[src/rtl/dna_rule_pixel_cipher_pass_core_assert.svh]
// assertion macros for the dna rule pixel cipher core
`ifndef DNA_RULE_PIXEL_CIPHER_PASS_CORE_ASSERT_SVH
`define DNA_RULE_PIXEL_CIPHER_PASS_CORE_ASSERT_SVH

// same-cycle implication, disabled while reset is low
`define DRPC_ASSERT_NOW(label, clk, rst_n, ante, cons) \
  label: assert property (@(posedge clk) disable iff (!(rst_n)) (ante) |-> (cons)) \
    else $error("drpc assertion failed");

// next-cycle implication, disabled while reset is low
`define DRPC_ASSERT_NEXT(label, clk, rst_n, ante, cons) \
  label: assert property (@(posedge clk) disable iff (!(rst_n)) (ante) |=> (cons)) \
    else $error("drpc assertion failed");

`endif

[src/rtl/drpc_pkg.sv]
// shared types, constants and rule tables for the dna rule pixel cipher
package drpc_pkg;

  localparam int unsigned PixW   = 8;
  localparam int unsigned PairW  = 2;
  localparam int unsigned RuleW  = 3;
  localparam int unsigned NPairs = PixW / PairW;
  localparam int unsigned NRules = 1 << RuleW;

  typedef logic [PixW-1:0]  pix_t;
  typedef logic [PairW-1:0] pair_t;
  typedef logic [RuleW-1:0] rule_t;
  typedef rule_t [NPairs-1:0] rule_vec_t;

  typedef enum logic {
    MODE_ENC = 1'b0,
    MODE_DEC = 1'b1
  } mode_e;

  // pair to base under each rule (A=0, C=1, G=2, T=3)
  localparam pair_t RULE_TAB [NRules][NPairs] = '{
    '{2'd2, 2'd0, 2'd3, 2'd1},
    '{2'd3, 2'd1, 2'd2, 2'd0},
    '{2'd0, 2'd1, 2'd2, 2'd3},
    '{2'd2, 2'd3, 2'd0, 2'd1},
    '{2'd1, 2'd3, 2'd0, 2'd2},
    '{2'd0, 2'd2, 2'd1, 2'd3},
    '{2'd1, 2'd0, 2'd3, 2'd2},
    '{2'd3, 2'd2, 2'd1, 2'd0}
  };

  // base back to pair under each rule
  localparam pair_t INV_TAB [NRules][NPairs] = '{
    '{2'd1, 2'd3, 2'd0, 2'd2},
    '{2'd3, 2'd1, 2'd2, 2'd0},
    '{2'd0, 2'd1, 2'd2, 2'd3},
    '{2'd2, 2'd3, 2'd0, 2'd1},
    '{2'd2, 2'd0, 2'd3, 2'd1},
    '{2'd0, 2'd2, 2'd1, 2'd3},
    '{2'd1, 2'd0, 2'd3, 2'd2},
    '{2'd3, 2'd2, 2'd1, 2'd0}
  };

endpackage

[src/rtl/drpc_if.sv]
// valid/ready channel interfaces for pixel beats in and out
interface drpc_in_if;
  import drpc_pkg::*;

  logic  valid;
  logic  ready;
  logic  mode;
  logic  first_of_pass;
  pix_t  pixel_in;
  rule_t x_rule_0;
  rule_t x_rule_1;
  rule_t x_rule_2;
  rule_t x_rule_3;
  rule_t y_rule_0;
  rule_t y_rule_1;
  rule_t y_rule_2;
  rule_t y_rule_3;
  rule_t z_code;

  modport source (
    output valid, mode, first_of_pass, pixel_in,
           x_rule_0, x_rule_1, x_rule_2, x_rule_3,
           y_rule_0, y_rule_1, y_rule_2, y_rule_3, z_code,
    input  ready
  );

  modport sink (
    input  valid, mode, first_of_pass, pixel_in,
           x_rule_0, x_rule_1, x_rule_2, x_rule_3,
           y_rule_0, y_rule_1, y_rule_2, y_rule_3, z_code,
    output ready
  );
endinterface

interface drpc_out_if;
  import drpc_pkg::*;

  logic valid;
  logic ready;
  pix_t pixel_out;

  modport source (output valid, pixel_out, input ready);
  modport sink (input valid, pixel_out, output ready);
endinterface

[src/rtl/drpc_xform.sv]
// per-pair dna code and decode of one byte, four lanes side by side
module drpc_xform (
  input  drpc_pkg::pix_t      byte_i,
  input  drpc_pkg::rule_vec_t enc_rules_i,
  input  drpc_pkg::rule_vec_t dec_rules_i,
  output drpc_pkg::pix_t      byte_o
);
  import drpc_pkg::*;

  // lane i handles the pair at the top end first
  for (genvar i = 0; i < NPairs; i++) begin : g_lane
    localparam int unsigned Lo = PixW - PairW * (i + 1);
    pair_t pair_in;
    pair_t base;

    assign pair_in = byte_i[Lo +: PairW];
    assign base    = RULE_TAB[enc_rules_i[i]][pair_in];
    assign byte_o[Lo +: PairW] = INV_TAB[dec_rules_i[i]][base];
  end

endmodule

[src/rtl/dna_rule_pixel_cipher_pass_core.sv]
// top level of the dna rule pixel cipher, one pixel beat per cycle while the output is not stalled
//
//  channel  dir  handshake        payload
//  in_i     in   valid / ready    mode, first_of_pass, pixel_in, x/y rules, z_code
//  out_o    out  valid / ready    pixel_out
//
// one beat per cycle sustained while out_o is ready; the result is registered and appears in the cycle after acceptance
// the only loop is the 8-bit feedback mask, updated at each accepted beat
// reset clears the result valid flag and the feedback mask
// a stalled output holds its result; input is still taken if the result
// register empties in the same cycle
module dna_rule_pixel_cipher_pass_core (
  input  logic clk_i,
  input  logic rst_ni,
  drpc_in_if.sink    in_i,
  drpc_out_if.source out_o
);
  import drpc_pkg::*;

  `include "dna_rule_pixel_cipher_pass_core_assert.svh"

  logic      out_valid_q, out_valid_d;
  pix_t      pix_out_q, pix_out_d;
  pix_t      mask_q, mask_d;
  logic      in_acc;
  logic      is_dec;
  pix_t      mask_eff;
  pix_t      zval;
  pix_t      xf_in, xf_out;
  rule_vec_t x_rules, y_rules, enc_rules, dec_rules;

  // handshake: the result register frees up when its beat is taken
  assign in_i.ready = !out_valid_q || out_o.ready;
  assign in_acc     = in_i.valid && in_i.ready;

  // gather rule fields, pair 0 first
  assign x_rules = {in_i.x_rule_3, in_i.x_rule_2, in_i.x_rule_1, in_i.x_rule_0};
  assign y_rules = {in_i.y_rule_3, in_i.y_rule_2, in_i.y_rule_1, in_i.y_rule_0};

  // mode select and diffusion terms
  assign is_dec    = (in_i.mode == MODE_DEC);
  assign mask_eff  = in_i.first_of_pass ? '0 : mask_q;
  assign zval      = PixW'(in_i.z_code) + PixW'(1);
  assign enc_rules = is_dec ? y_rules : x_rules;
  assign dec_rules = is_dec ? x_rules : y_rules;
  assign xf_in     = is_dec ? (in_i.pixel_in ^ zval ^ mask_eff) : in_i.pixel_in;

  drpc_xform u_xform (
    .byte_i      (xf_in),
    .enc_rules_i (enc_rules),
    .dec_rules_i (dec_rules),
    .byte_o      (xf_out)
  );

  // result and next mask
  always_comb begin
    pix_out_d   = pix_out_q;
    mask_d      = mask_q;
    out_valid_d = out_valid_q;
    if (out_o.ready) begin
      out_valid_d = 1'b0;
    end
    if (in_acc) begin
      out_valid_d = 1'b1;
      if (is_dec) begin
        pix_out_d = xf_out;
        mask_d    = in_i.pixel_in;
      end else begin
        pix_out_d = xf_out ^ zval ^ mask_eff;
        mask_d    = xf_out ^ zval ^ mask_eff;
      end
    end
  end

  // control state
  always_ff @(posedge clk_i or negedge rst_ni) begin
    if (!rst_ni) begin
      out_valid_q <= 1'b0;
      mask_q      <= '0;
    end else begin
      out_valid_q <= out_valid_d;
      mask_q      <= mask_d;
    end
  end

  // result payload
  always_ff @(posedge clk_i) begin
    pix_out_q <= pix_out_d;
  end

  assign out_o.valid     = out_valid_q;
  assign out_o.pixel_out = pix_out_q;

  // checks
  `DRPC_ASSERT_NEXT(a_enc_mask_is_result, clk_i, rst_ni, in_acc && !is_dec, mask_q == pix_out_q)
  `DRPC_ASSERT_NEXT(a_dec_mask_is_input, clk_i, rst_ni, in_acc && is_dec, mask_q == $past(in_i.pixel_in))
  `DRPC_ASSERT_NEXT(a_accept_gives_result, clk_i, rst_ni, in_acc, out_valid_q)
  `DRPC_ASSERT_NOW(a_ready_when_empty, clk_i, rst_ni, !out_valid_q, in_i.ready)

endmodule
[src/flat_wrapper.sv]
// flat-port wrapper written by rule: the top's interface ports become plain ports
module dna_rule_pixel_cipher_pass_core_flat import drpc_pkg::*;
  (clk_i, rst_ni, in_i_valid, in_i_mode, in_i_first_of_pass, in_i_pixel_in, in_i_x_rule_0, in_i_x_rule_1, in_i_x_rule_2, in_i_x_rule_3, in_i_y_rule_0, in_i_y_rule_1, in_i_y_rule_2, in_i_y_rule_3, in_i_z_code, in_i_ready, out_o_valid, out_o_pixel_out, out_o_ready);
  drpc_in_if in_i_i ();
  drpc_out_if out_o_i ();
  input  logic clk_i;
  input  logic rst_ni;
  input wire logic [$bits(in_i_i.valid)-1:0] in_i_valid;
  input wire logic [$bits(in_i_i.mode)-1:0] in_i_mode;
  input wire logic [$bits(in_i_i.first_of_pass)-1:0] in_i_first_of_pass;
  input wire logic [$bits(in_i_i.pixel_in)-1:0] in_i_pixel_in;
  input wire logic [$bits(in_i_i.x_rule_0)-1:0] in_i_x_rule_0;
  input wire logic [$bits(in_i_i.x_rule_1)-1:0] in_i_x_rule_1;
  input wire logic [$bits(in_i_i.x_rule_2)-1:0] in_i_x_rule_2;
  input wire logic [$bits(in_i_i.x_rule_3)-1:0] in_i_x_rule_3;
  input wire logic [$bits(in_i_i.y_rule_0)-1:0] in_i_y_rule_0;
  input wire logic [$bits(in_i_i.y_rule_1)-1:0] in_i_y_rule_1;
  input wire logic [$bits(in_i_i.y_rule_2)-1:0] in_i_y_rule_2;
  input wire logic [$bits(in_i_i.y_rule_3)-1:0] in_i_y_rule_3;
  input wire logic [$bits(in_i_i.z_code)-1:0] in_i_z_code;
  output wire logic [$bits(in_i_i.ready)-1:0] in_i_ready;
  output wire logic [$bits(out_o_i.valid)-1:0] out_o_valid;
  output wire logic [$bits(out_o_i.pixel_out)-1:0] out_o_pixel_out;
  input wire logic [$bits(out_o_i.ready)-1:0] out_o_ready;
  assign in_i_i.valid = in_i_valid;
  assign in_i_i.mode = in_i_mode;
  assign in_i_i.first_of_pass = in_i_first_of_pass;
  assign in_i_i.pixel_in = in_i_pixel_in;
  assign in_i_i.x_rule_0 = in_i_x_rule_0;
  assign in_i_i.x_rule_1 = in_i_x_rule_1;
  assign in_i_i.x_rule_2 = in_i_x_rule_2;
  assign in_i_i.x_rule_3 = in_i_x_rule_3;
  assign in_i_i.y_rule_0 = in_i_y_rule_0;
  assign in_i_i.y_rule_1 = in_i_y_rule_1;
  assign in_i_i.y_rule_2 = in_i_y_rule_2;
  assign in_i_i.y_rule_3 = in_i_y_rule_3;
  assign in_i_i.z_code = in_i_z_code;
  assign in_i_ready = in_i_i.ready;
  assign out_o_valid = out_o_i.valid;
  assign out_o_pixel_out = out_o_i.pixel_out;
  assign out_o_i.ready = out_o_ready;
  dna_rule_pixel_cipher_pass_core u_core (.clk_i(clk_i), .rst_ni(rst_ni), .in_i(in_i_i), .out_o(out_o_i));
endmodule
[config.mk]
export PLATFORM = sky130hd
export DESIGN_NAME = dna_rule_pixel_cipher_pass_core_flat
export DESIGN_NICKNAME = d
export VERILOG_FILES = /design/src/rtl/drpc_pkg.sv /design/src/rtl/drpc_if.sv /design/src/rtl/drpc_xform.sv /design/src/rtl/dna_rule_pixel_cipher_pass_core.sv /design/src/flat_wrapper.sv
export VERILOG_INCLUDE_DIRS = /design/src /design/src/rtl
export SDC_FILE = /design/constraint.sdc
export NUM_CORES = 1
export LEC_CHECK = 0
export BUFFER_PORTS_ARGS = -buffer_cell sky130_fd_sc_hd__buf_2
export CORE_MARGIN = 2
export CORE_UTILIZATION = 55
export DETAILED_ROUTE_END_ITERATION = 10
export GPL_TIMING_DRIVEN = 1
export HOLD_SLACK_MARGIN = 0.05
export PLACE_DENSITY = 0.81
export REMOVE_ABC_BUFFERS = 1
export SYNTH_ARGS = -nofsm -noshare
export SYNTH_HDL_FRONTEND = slang
export SYNTH_SLANG_ARGS = --single-unit
[constraint.sdc]
create_clock -name clk_i -period 5.2 [get_ports clk_i]
set_input_delay 1.04 -clock clk_i [delete_from_list [all_inputs] [get_ports clk_i]]
set_output_delay 1.04 -clock clk_i [all_outputs]
set_load 0.02 [all_outputs]
==> reports/summary.log, run 1 <==
qor: logic_synthesis.yosysWarningCount 0
qor: power.vdd_drop_max 110 µV
qor: sta.final_setup_violation_count 0
qor: floorplanning.fp_rows 23
qor: logic_synthesis.synth_cells 288
qor: clock_tree.cts_num_sinks 17
qor: power.power_density 238 nW/µm²
qor: global_routing.pin_count_of_the_biggest_net_entering_global_routing 35
qor: floorplanning.chipHeight 68.9 µm
qor: sta.time_the_worst_path_needs_with_i_o_delays_and_setup 3.58 ns
qor: setup_path.cp_data_required_time 5.21 ns
qor: setup_path.cp-start-kind primary input
qor: global_routing.grt-ovfl-total 0
qor: drt.wl_per_cell 13.8 µm
qor: setup_path.critical_path.top_delay_family buffers and inverters
qor: power.clock_power_share 16.6%
qor: sta.slew_viol_final 0
qor: clock_tree.max-clock-path-buffers 2
qor: floorplanning.initial_core_util 57.5%
qor: finish.insertedDiodeCount 0
qor: logic_synthesis.fraction_of_synthesized_area_in_multiplexers 8.90%
qor: global_routing.grt_antenna_before_repair 0
qor: placement.dpl.hpwl 3920 µm
qor: drt.vias 2203
qor: drt.detail_route.drc_violations 0
qor: finish.areaGrowthSynthToFinish 11.5%
qor: logic_synthesis.yosys_most_used_dff dfrtp_1
qor: setup_path.worst_path_max_delay_cell buf_2
qor: logic_synthesis.yosys.area_share.xor_xnor 18.1%
qor: setup_path.worst-path-buf-inv 2
qor: logic_synthesis.yosysSeqAreaShare 20.1%
qor: logic_synthesis.synth_enable_flop_cells 8
qor: global_routing.grt_pass1_vias 2039
qor: sta.max_freq 0.280 GHz
qor: logic_synthesis.avgSynthCellArea 8.05 µm²
qor: global_routing.track_usage 23.2%
qor: clock_tree.htreeDepth 1
qor: sta.final_min_period_over_clock_period 68.8%
qor: logic_synthesis.yosys.area_share.simple 27.4%
qor: setup_path.path_max_fanout 34
qor: clock_tree.post-cts-setup-buffer-count 0
qor: finish.fraction_of_layout_instances_using_a_drive_strength_above_1 20.2%
qor: floorplanning.die_x 68.9 µm
qor: floorplanning.total_i_o_pin_count 51
qor: sta.hold_viol 0
qor: power.power_switching_share 39.8%
qor: setup_path.timing.reg2reg.worst_path_depth 8
qor: setup_path.data_arrival_time_of_the_critical_path 3.59 ns
qor: floorplanning.core-area 4030 µm²
qor: drt.wirelength 5210 µm
qor: global_routing.wire_length_of_the_first_global_routing_pass 8560 µm
qor: drt.viasPerCell 5.84
qor: sta.grt_setup_unrepaired no
qor: drt.detailed_router_s_first_iteration_violation_count 134
qor: clock_tree.cts_resized 0
qor: job.cap_viol_max_count 0
qor: clock_tree.cts.reportedPaths.clkPinSlew 0.07 ns
qor: logic_synthesis.synth_top_family_by_area simple AND/OR/NAND/NOR gates
qor: floorplanning.fp.dieArea 4750 µm²
qor: power.static-leakage-power 1.11 nW
qor: power.power.internal 0.371 mW
qor: setup_path.setup.worst_path.end u_core.out_o.pixel_out[5]$_DFFE_PP_
qor: logic_synthesis.postSynthRegisterBits 17
qor: logic_synthesis.synth-compound-area-share 19.7%
qor: setup_path.r2r_start u_core.mask_q[2]$_DFFE_PN0P_
qor: finish.final-seq-area 465 µm²
qor: setup_path.critical_path.cell_chain buf_2, buf_4, mux2_2, a211o_1, a31oi_1, nor3_1, or3b_1, and2_1, xnor2_1
qor: clock_tree.clk-insertion-delay-late 0.26 ns
qor: setup_path.setup.worst_path.start in_i_mode
qor: min_path.hold_path_class register to register
qor: clock_tree.tritoncts built
qor: sta.fin_tns_setup 0 ns
qor: drt.post_detailed_route_count_of_antenna_violating_nets 0
qor: setup_path.crit_type primary input to register
qor: finish.multi_input_gate_area 1730 µm²
qor: placement.placement.io_buffers 50
qor: clock_tree.ctsHoldBuffers 0
qor: drt.dr.pass1.iters 4
qor: logic_synthesis.synth.distinct_cells 52
qor: sta.clock-skew-final 0.00562 ns
qor: power.power.share.sequential 31.0%
qor: logic_synthesis.post_synth_adder_cell_area 0.540%
qor: power.netSwitchingPower 0.245 mW
qor: setup_path.worst_setup_path_end_kind register
qor: logic_synthesis.asr_flop_ratio_synth 52.9%
qor: finish.nNetsFinal 370
qor: clock_tree.clk_root_buffer_cell clkbuf_8
qor: setup_path.cpPeakStageDelay 0.51 ns
qor: setup_path.regToRegSetupSlack 2.54 ns
qor: sta.slew_headroom 52.9%
qor: setup_path.cp_num_cells 9
qor: power.comb_power_share 52.5%
qor: setup_path.rr_endpoint u_core.mask_q[2]$_DFFE_PN0P_
qor: sta.worst_slew_pin_slew 0.701 ns
qor: clock_tree.cts-buffers-inserted 3
qor: logic_synthesis.synthesis.area 2320 µm²
qor: finish.fillers 345
qor: status.status finished, final reports clean
qor: placement.gp_congestion 0.845
qor: sta.worst_hold_slack 0.523 ns
## power by group through the flow
stage                     registers [mW]  clock network (mW)  logic [mW]
after floorplan                    0.203                   0       0.222
after global placement             0.193                   0       0.315
after detailed placement           0.193                   0       0.320
after CTS                          0.190               0.102       0.322
after global routing               0.195               0.107       0.359
final                              0.191               0.102       0.323
## metrics by stage
step                setup slack, ns  utilization (%)  cell area (µm²)  power (mW)  cells
global placement               1.45             63.1             2540       0.507    373
global route                   1.42             64.2             2590       0.661    377
finish                         1.62             64.2             2590       0.616    377
detailed placement             1.36             63.1             2540       0.513    373
floorplan                      2.02                -             2210       0.425    271
CTS                            1.64             64.2             2590       0.614    377
## cells in the final DEF, fill, tap and decap left out, drive strengths merged, types with 5 or more instances in the layout
master and n:
nand2b 5, mux2 5, nand2 24, and3 9, mux2i 15, nor2 14, dfrtp 9, nand3 5
xnor2 27, nor3 23, edfxtp 8, o21ai 16, nor2b 10, a31oi 7, a211o 7, buf 52
a21oi 13, xor2 14, inv 5, nand3b 6
## area by class of cell
class,count,share of cell area [%]
clock buffers,4,1.74
repair buffers,52,10.3
well taps,50,2.42
flip-flops and latches,17,18.0
inverters,5,0.726
multi-input cells,249,66.9
## cell families (layout without fill, tap and decap cells)
kind of cell,after synthesis,count (layout)
AND/OR/NAND/NOR,117,117
flip-flops,17,17
multiplexers,20,20
AO/OA/AOI/OAI,68,68
XOR/XNOR,43,43
adder cells (fa/ha/maj),1,1
buffers and inverters,22,61
## state kept, by name, summed over array words and instances (netlist names)
signal,flops
u_core.out_o.valid,1
u_core.out_o.pixel_out,8
u_core.mask_q,8
## layer usage
metal  GRT usage [%]  vias to the layer above  wire length, µm
met2            40.6                       45             2470
met5               0                        -                0
met1            29.2                     1001             2500
met4            9.07                        0               91
li1                -                     1148                -
met3            2.27                        9              152
## tightest hold or removal path, stage by stage, from the launching register on
cell     delay (ns)
dfrtp_1        0.36
a21oi_1        0.07
nand3_1        0.07
## synthesized netlist by cell type, drive strengths merged (6+ instances only)
library cell / number / area share, %
dfrtp: 9 / 9.7
edfxtp: 8 / 10
a211o: 7 / 2.6
mux2i: 15 / 6.5
a21oi: 13 / 2.8
xor2: 14 / 5.3
nor2b: 10 / 2.8
nor3: 23 / 5.0
nand3b: 6 / 1.9
xnor2: 27 / 11
buf: 13 / 3.9
and3: 9 / 2.4
nor2: 14 / 2.3
o21ai: 16 / 3.5
a31oi: 7 / 2.2
nand2: 24 / 3.9
## worst min-delay path by stage
stage / start / end / cells after the start
floorplan: u_core.mask_q[0]$_DFFE_PN0P_ / u_core.mask_q[0]$_DFFE_PN0P_ / 2
global placement: u_core.mask_q[0]$_DFFE_PN0P_ / u_core.mask_q[0]$_DFFE_PN0P_ / 2
detailed placement: u_core.mask_q[0]$_DFFE_PN0P_ / u_core.mask_q[0]$_DFFE_PN0P_ / 2
CTS: u_core.mask_q[0]$_DFFE_PN0P_ / u_core.mask_q[0]$_DFFE_PN0P_ / 2
global route: u_core.mask_q[0]$_DFFE_PN0P_ / u_core.mask_q[0]$_DFFE_PN0P_ / 2
finish: u_core.mask_q[0]$_DFFE_PN0P_ / u_core.mask_q[0]$_DFFE_PN0P_ / 2
No activity file was read; power rests on OpenSTA's default activity.
==> inputs of run 2 (changes only) <==
--- a/config.mk
+++ b/config.mk
@@ -8,11 +8,11 @@
 export LEC_CHECK = 0
 export BUFFER_PORTS_ARGS = -buffer_cell sky130_fd_sc_hd__buf_2
 export CORE_MARGIN = 2
-export CORE_UTILIZATION = 55
+export CORE_UTILIZATION = 50
 export DETAILED_ROUTE_END_ITERATION = 10
 export GPL_TIMING_DRIVEN = 1
 export HOLD_SLACK_MARGIN = 0.05
-export PLACE_DENSITY = 0.81
+export PLACE_DENSITY = 0.77
 export REMOVE_ABC_BUFFERS = 1
 export SYNTH_ARGS = -nofsm -noshare
 export SYNTH_HDL_FRONTEND = slang
==> constraint.sdc (replaced) <==
create_clock -name clk_i -period 3.2 [get_ports clk_i]
set_input_delay 0.64 -clock clk_i [delete_from_list [all_inputs] [get_ports clk_i]]
set_output_delay 0.64 -clock clk_i [all_outputs]
set_load 0.02 [all_outputs]
==> run 2 against run 1 <==
Against the previous run: setup slack got worse by 1.1 ns; die area up 9.4%; first-iteration DRC count rose by 4.5%; non-clock buffer count is 6 higher; register-to-register slack got worse by 1.7 ns; hold slack lost 0.29 ns; combinational power rose by 67%; sequential share of layout area down 0.41 points; cell area up 2.3%; critical path depth unchanged; critical path type unchanged; largest cell class unchanged.
==> reports/summary.log, run 2 (synthesis gave the netlist of run 1 again) <==
qor: power.comb_power_share 53.2%
qor: job.cap_viol_max_count 0
qor: clock_tree.tritoncts built
qor: clock_tree.clk_root_buffer_cell clkbuf_8
qor: sta.hold_viol 0
qor: setup_path.data_arrival_time_of_the_critical_path 2.90 ns
qor: global_routing.wire_length_of_the_first_global_routing_pass 9030 µm
qor: global_routing.pin_count_of_the_biggest_net_entering_global_routing 24
qor: min_path.hold_path_class primary input to async pin
qor: power.vdd_drop_max 169 µV
qor: global_routing.global_route.usage.met1 27.7%
qor: finish.nNetsFinal 376
qor: floorplanning.core-area 4410 µm²
qor: clock_tree.cts.reportedPaths.clkPinSlew 0.07 ns
qor: sta.worst_hold_slack 0.230 ns
qor: setup_path.worst_setup_path_end_kind register
qor: sta.slew_headroom 56.4%
qor: floorplanning.die_x 72.1 µm
qor: sta.fin_tns_setup 0 ns
qor: sta.worst_slew_pin_slew 0.653 ns
qor: global_routing.grt_pass1_vias 2108
qor: floorplanning.chipHeight 72.1 µm
qor: finish.insertedDiodeCount 0
qor: power.power_density 383 nW/µm²
qor: finish.mostFrequentLayoutCells 50 x buf_2, 25 x xnor2_1, 24 x nand2_1, 23 x nor3_1
qor: finish.fillers 418
qor: sta.final_setup_violation_count 0
qor: status.status finished, final reports clean
qor: drt.detail_route.drc_violations 0
qor: placement.dp_slack 0.234 ns
qor: global_routing.grt-ovfl-total 0
qor: floorplanning.total_i_o_pin_count 51
qor: setup_path.path_max_fanout 20
qor: floorplanning.fp_rows 24
qor: finish.fraction_of_layout_instances_using_a_drive_strength_above_1 21.6%
qor: drt.detailed_router_s_first_iteration_violation_count 140
qor: drt.wl_per_cell 14.0 µm
qor: global_routing.global_route.usage.met2 36.6%
qor: finish.areaGrowthSynthToFinish 14.1%
qor: power.static-leakage-power 1.14 nW
qor: clock_tree.clk-insertion-delay-late 0.25 ns
qor: clock_tree.post-cts-setup-buffer-count 0
qor: floorplanning.initial_core_util 52.5%
qor: placement.dpl.hpwl 4060 µm
qor: drt.post_detailed_route_count_of_antenna_violating_nets 0
qor: placement.gp_congestion 0.890
qor: finish.final-seq-area 465 µm²
qor: sta.finalWorstSetupSlack 0.492 ns
qor: setup_path.crit_type primary input to register
qor: global_routing.grt.busiest_layer met2
qor: finish.multi_input_gate_area 1730 µm²
qor: sta.final_min_period_over_clock_period 84.6%
qor: drt.viasPerCell 5.96
qor: drt.dr.pass1.iters 5
qor: power.power.share.sequential 30.7%
qor: global_routing.grt_antenna_before_repair 0
qor: power.netSwitchingPower 0.398 mW
qor: global_routing.grt_use_met3 1.39%
qor: sta.clock-skew-final 0.00191 ns
qor: power.clock_power_share 16.2%
qor: power.power.internal 0.615 mW
qor: setup_path.cp_data_required_time 3.39 ns
qor: sta.max_freq 0.369 GHz
qor: clock_tree.cts_num_sinks 17
qor: placement.placement.io_buffers 50
qor: clock_tree.ctsHoldBuffers 0
qor: sta.slew_viol_final 0
qor: clock_tree.cts-buffers-inserted 3
qor: drt.wirelength 5410 µm
qor: floorplanning.fp.dieArea 5200 µm²
qor: drt.vias 2294
qor: global_routing.track_usage 20.9%
qor: setup_path.cp-start-kind primary input
qor: sta.time_the_worst_path_needs_with_i_o_delays_and_setup 2.71 ns
qor: finish.layout.cells.most_common buf_2
qor: clock_tree.cts_resized 0
qor: clock_tree.htreeDepth 1
qor: sta.grt_setup_unrepaired no
qor: clock_tree.max-clock-path-buffers 2
qor: power.power_switching_share 39.3%
-- run 2: cell type report --
cell class,instances,area share [%]
Multi-Input combinational cell,249,65.3
Clock buffer,4,1.70
Sequential cell,17,17.6
Tap cell,52,2.46
Timing Repair Buffer,58,12.2
Inverter,5,0.709
-- run 2: final timing paths --
kind                            depth (start not counted)                                   to                         start  slack [ns]
worst max-delay path                                    9         u_core.mask_q[0]$_DFFE_PN0P_                     in_i_mode        0.49
worst min-delay path                                    1         u_core.mask_q[7]$_DFFE_PN0P_                        rst_ni        0.23
worst max register to register                          8  u_core.out_o.pixel_out[5]$_DFFE_PP_  u_core.mask_q[4]$_DFFE_PN0P_        0.84
worst min register to register                          2         u_core.mask_q[0]$_DFFE_PN0P_  u_core.mask_q[0]$_DFFE_PN0P_        0.52
max in group asynchronous                               1         u_core.mask_q[6]$_DFFE_PN0P_                        rst_ni        2.79
min in group clk_i                                      2         u_core.mask_q[0]$_DFFE_PN0P_  u_core.mask_q[0]$_DFFE_PN0P_        0.52
-- run 2: critical path, stage by stage --
cell      delay [ns]
buf_2           0.38
mux2i_1         0.35
xor2_1          0.26
nor2_1          0.08
a311oi_1        0.40
o32ai_1         0.16
xnor2_1         0.18
or3_1           0.36
nand3_1         0.08
-- run 2: power by group through the flow --
stage	logic, mW	clock network (mW)	registers (mW)
floorplan	0.361	0	0.330
global placement	0.525	0	0.313
detailed placement	0.535	0	0.314
CTS	0.538	0.164	0.310
global route	0.594	0.172	0.317
finish	0.539	0.164	0.311
-- run 2: stage by stage --
stage	util, %	cell area [µm²]	power, mW	instances
floorplan	-	2210	0.691	271
global placement	58.9	2600	0.838	381
detailed placement	58.9	2600	0.849	381
CTS	59.9	2650	1.01	385
global route	59.9	2650	1.08	385
finish	59.9	2650	1.01	385
-- run 2: per-layer routing --
metal / part of all wire [%] / up-vias
met5: 0 / -
met4: 0.74 / 0
met3: 4.3 / 4
met2: 48 / 67
met1: 47 / 1073
li1: - / 1150
==> inputs of run 3 (changes only) <==
==> constraint.sdc (replaced) <==
create_clock -name clk_i -period 2.34 [get_ports clk_i]
set_input_delay 0.468 -clock clk_i [delete_from_list [all_inputs] [get_ports clk_i]]
set_output_delay 0.468 -clock clk_i [all_outputs]
set_load 0.02 [all_outputs]
==> run 3 against run 2 <==
Against the previous run: sequential share of layout area decreased by 3.4 points; count of clock-buffer cells in the layout decreased by 1; hold slack worse by 0.18 ns; flip-flop and latch count unchanged; routed wire length up 24%; combinational power up 91%; largest power group unchanged; core utilization up 14 points; non-clock buffer count is 53 higher; cell area grew 24%; critical path depth is 1 lower; critical path type is now register to register.
==> reports/summary.log, run 3 (synthesis gave the netlist of run 1 again) <==
qor: setup_path.worst_path_max_delay_cell dfrtp_1
qor: global_routing.grt-ovfl-total 0
qor: status.status finished, final reports clean
qor: finish.fraction_of_layout_instances_using_a_drive_strength_above_1 40.9%
qor: floorplanning.die_x 72.1 µm
qor: sta.max_freq 0.437 GHz
qor: power.vdd_drop_max 286 µV
qor: sta.final_setup_violation_count 0
qor: drt.viasPerCell 5.95
qor: sta.fin_tns_setup 0 ns
qor: placement.placement.io_buffers 50
qor: finish.final_cell_area 3280 µm²
qor: floorplanning.initial_core_util 52.5%
qor: placement.dp_slack -0.390 ns
qor: power.fin_total_pwr 1.68 mW
qor: power.power_density 512 nW/µm²
qor: global_routing.grt_antenna_before_repair 0
qor: drt.dr.pass1.iters 5
qor: sta.clock-skew-final 0.00906 ns
qor: drt.detailed_router_s_first_iteration_violation_count 191
qor: sta.slew_viol_final 0
qor: finish.final-seq-area 465 µm²
qor: setup_path.worst_setup_path_end_kind register
qor: min_path.hold_path_class primary input to async pin
qor: clock_tree.cts.reportedPaths.clkPinSlew 0.08 ns
qor: clock_tree.clk-insertion-delay-late 0.26 ns
qor: setup_path.worst-path-buf-inv 0
qor: clock_tree.ctsHoldBuffers 0
qor: setup_path.critical_path.cell_chain nor2b_2, xnor2_2, a211o_1, a31oi_2, nor3_2, or3b_1, and2_1, xnor2_1
qor: placement.gp_congestion 0.926
qor: power.static-leakage-power 1.47 nW
qor: setup_path.critical_path.top_delay_family simple AND/OR/NAND/NOR gates
qor: floorplanning.fp.dieArea 5200 µm²
qor: floorplanning.total_i_o_pin_count 51
qor: setup_path.cp_data_required_time 2.35 ns
qor: sta.hold_viol 0
qor: clock_tree.cts_num_sinks 17
qor: finish.layout.cells.most_common buf_4
qor: floorplanning.fp_rows 24
qor: placement.dpl.hpwl 4890 µm
qor: clock_tree.htreeDepth 1
qor: global_routing.grt_pass1_vias 2435
qor: sta.grt_setup_unrepaired yes
qor: finish.fillers 316
qor: clock_tree.cts-buffers-inserted 3
qor: global_routing.track_usage 24.2%
qor: clock_tree.tritoncts built
qor: placement.detailed_place.area 2960 µm²
qor: clock_tree.max-clock-path-buffers 2
qor: drt.detail_route.drc_violations 0
qor: sta.time_the_worst_path_needs_with_i_o_delays_and_setup 2.29 ns
qor: drt.vias 2604
qor: setup_path.data_arrival_time_of_the_critical_path 2.30 ns
qor: floorplanning.core-area 4410 µm²
qor: sta.final_min_period_over_clock_period 97.9%
qor: setup_path.cp-start-kind register
qor: setup_path.path_max_fanout 4
qor: global_routing.pin_count_of_the_biggest_net_entering_global_routing 19
qor: drt.post_detailed_route_count_of_antenna_violating_nets 0
qor: setup_path.crit_type register to register
qor: clock_tree.clk_root_buffer_cell clkbuf_8
qor: finish.insertedDiodeCount 0
qor: finish.areaGrowthSynthToFinish 41.7%
qor: sta.slew_headroom 66.5%
qor: job.cap_viol_max_count 0
qor: setup_path.cpPeakStageDelay 0.41 ns
qor: floorplanning.chipHeight 72.1 µm
qor: drt.wirelength 6700 µm
qor: global_routing.wire_length_of_the_first_global_routing_pass 10400 µm
qor: finish.nNetsFinal 429
qor: sta.worst_slew_pin_slew 0.498 ns
qor: finish.multi_input_gate_area 1950 µm²
qor: sta.finalWorstSetupSlack 0.0502 ns
qor: drt.wl_per_cell 15.3 µm
qor: finish.mostFrequentLayoutCells 59 x buf_4, 49 x buf_2, 24 x nand2_1, 18 x xnor2_1, 18 x nor3_1
## run 3: changes by cell type in the layout (fill, tap and decap cells not counted), sizes merged
cell,before,now
clkinvlp,0,1
buf,58,111
clkbuf,4,3
## run 3: repair_timing
item | 4_1_cts | 5_1_grt
buffers inserted | 0 | 5
pin swaps | 2 | 10
resized for setup | 7 | 36
setup endpoints to repair | 9 | 14
## run 3: area by class of cell
class | instances | area share, %
Sequential cell | 17 | 14.2
Clock buffer | 3 | 1.26
Tap cell | 52 | 1.98
Multi-Input combinational cell | 249 | 59.4
Clock inverter | 1 | 0.229
Timing Repair Buffer | 111 | 22.4
Inverter | 5 | 0.571
## run 3: power breakdown
part           internal [mW]  switching [mW]
registers              0.386          0.0298
logic                  0.517           0.513
clock network          0.120           0.115
## run 3: final timing paths
kind / start / end / slack [ns] / depth (start not counted)
worst max-delay path: u_core.mask_q[7]$_DFFE_PN0P_ / u_core.out_o.pixel_out[7]$_DFFE_PP_ / 0.05 / 8
worst min-delay path: rst_ni / u_core.mask_q[6]$_DFFE_PN0P_ / 0.05 / 1
worst max register to register: u_core.mask_q[7]$_DFFE_PN0P_ / u_core.out_o.pixel_out[7]$_DFFE_PP_ / 0.05 / 8
worst min register to register: u_core.mask_q[0]$_DFFE_PN0P_ / u_core.mask_q[0]$_DFFE_PN0P_ / 0.54 / 2
max in group asynchronous: rst_ni / u_core.mask_q[7]$_DFFE_PN0P_ / 2.10 / 1
min in group clk_i: in_i_valid / u_core.out_o.valid$_DFFE_PN0P_ / 0.43 / 2
## run 3: per-stage QoR
stage	hold slack, ns	utilization (%)	cells
floorplan	0.172	-	271
global placement	0.331	67.1	429
detailed placement	0.330	67.1	429
CTS	0.0523	69.1	433
global route	0.0502	74.4	438
finish	0.0454	74.4	438
## run 3: layer usage
metal	routed length, µm	GRT usage [%]	vias up
met3	380	1.81	6
met4	55	7.55	0
met5	0	0	-
li1	-	-	1269
met2	3460	44.4	110
met1	2810	30.0	1219
## run 3: worst register-to-register path, cell delays in order, from the launching register on
cell and delay, ns:
dfrtp_1 0.41, nor2b_2 0.18, xnor2_2 0.17, a211o_1 0.34
a31oi_2 0.22, nor3_2 0.08, or3b_1 0.37, and2_1 0.16
xnor2_1 0.12
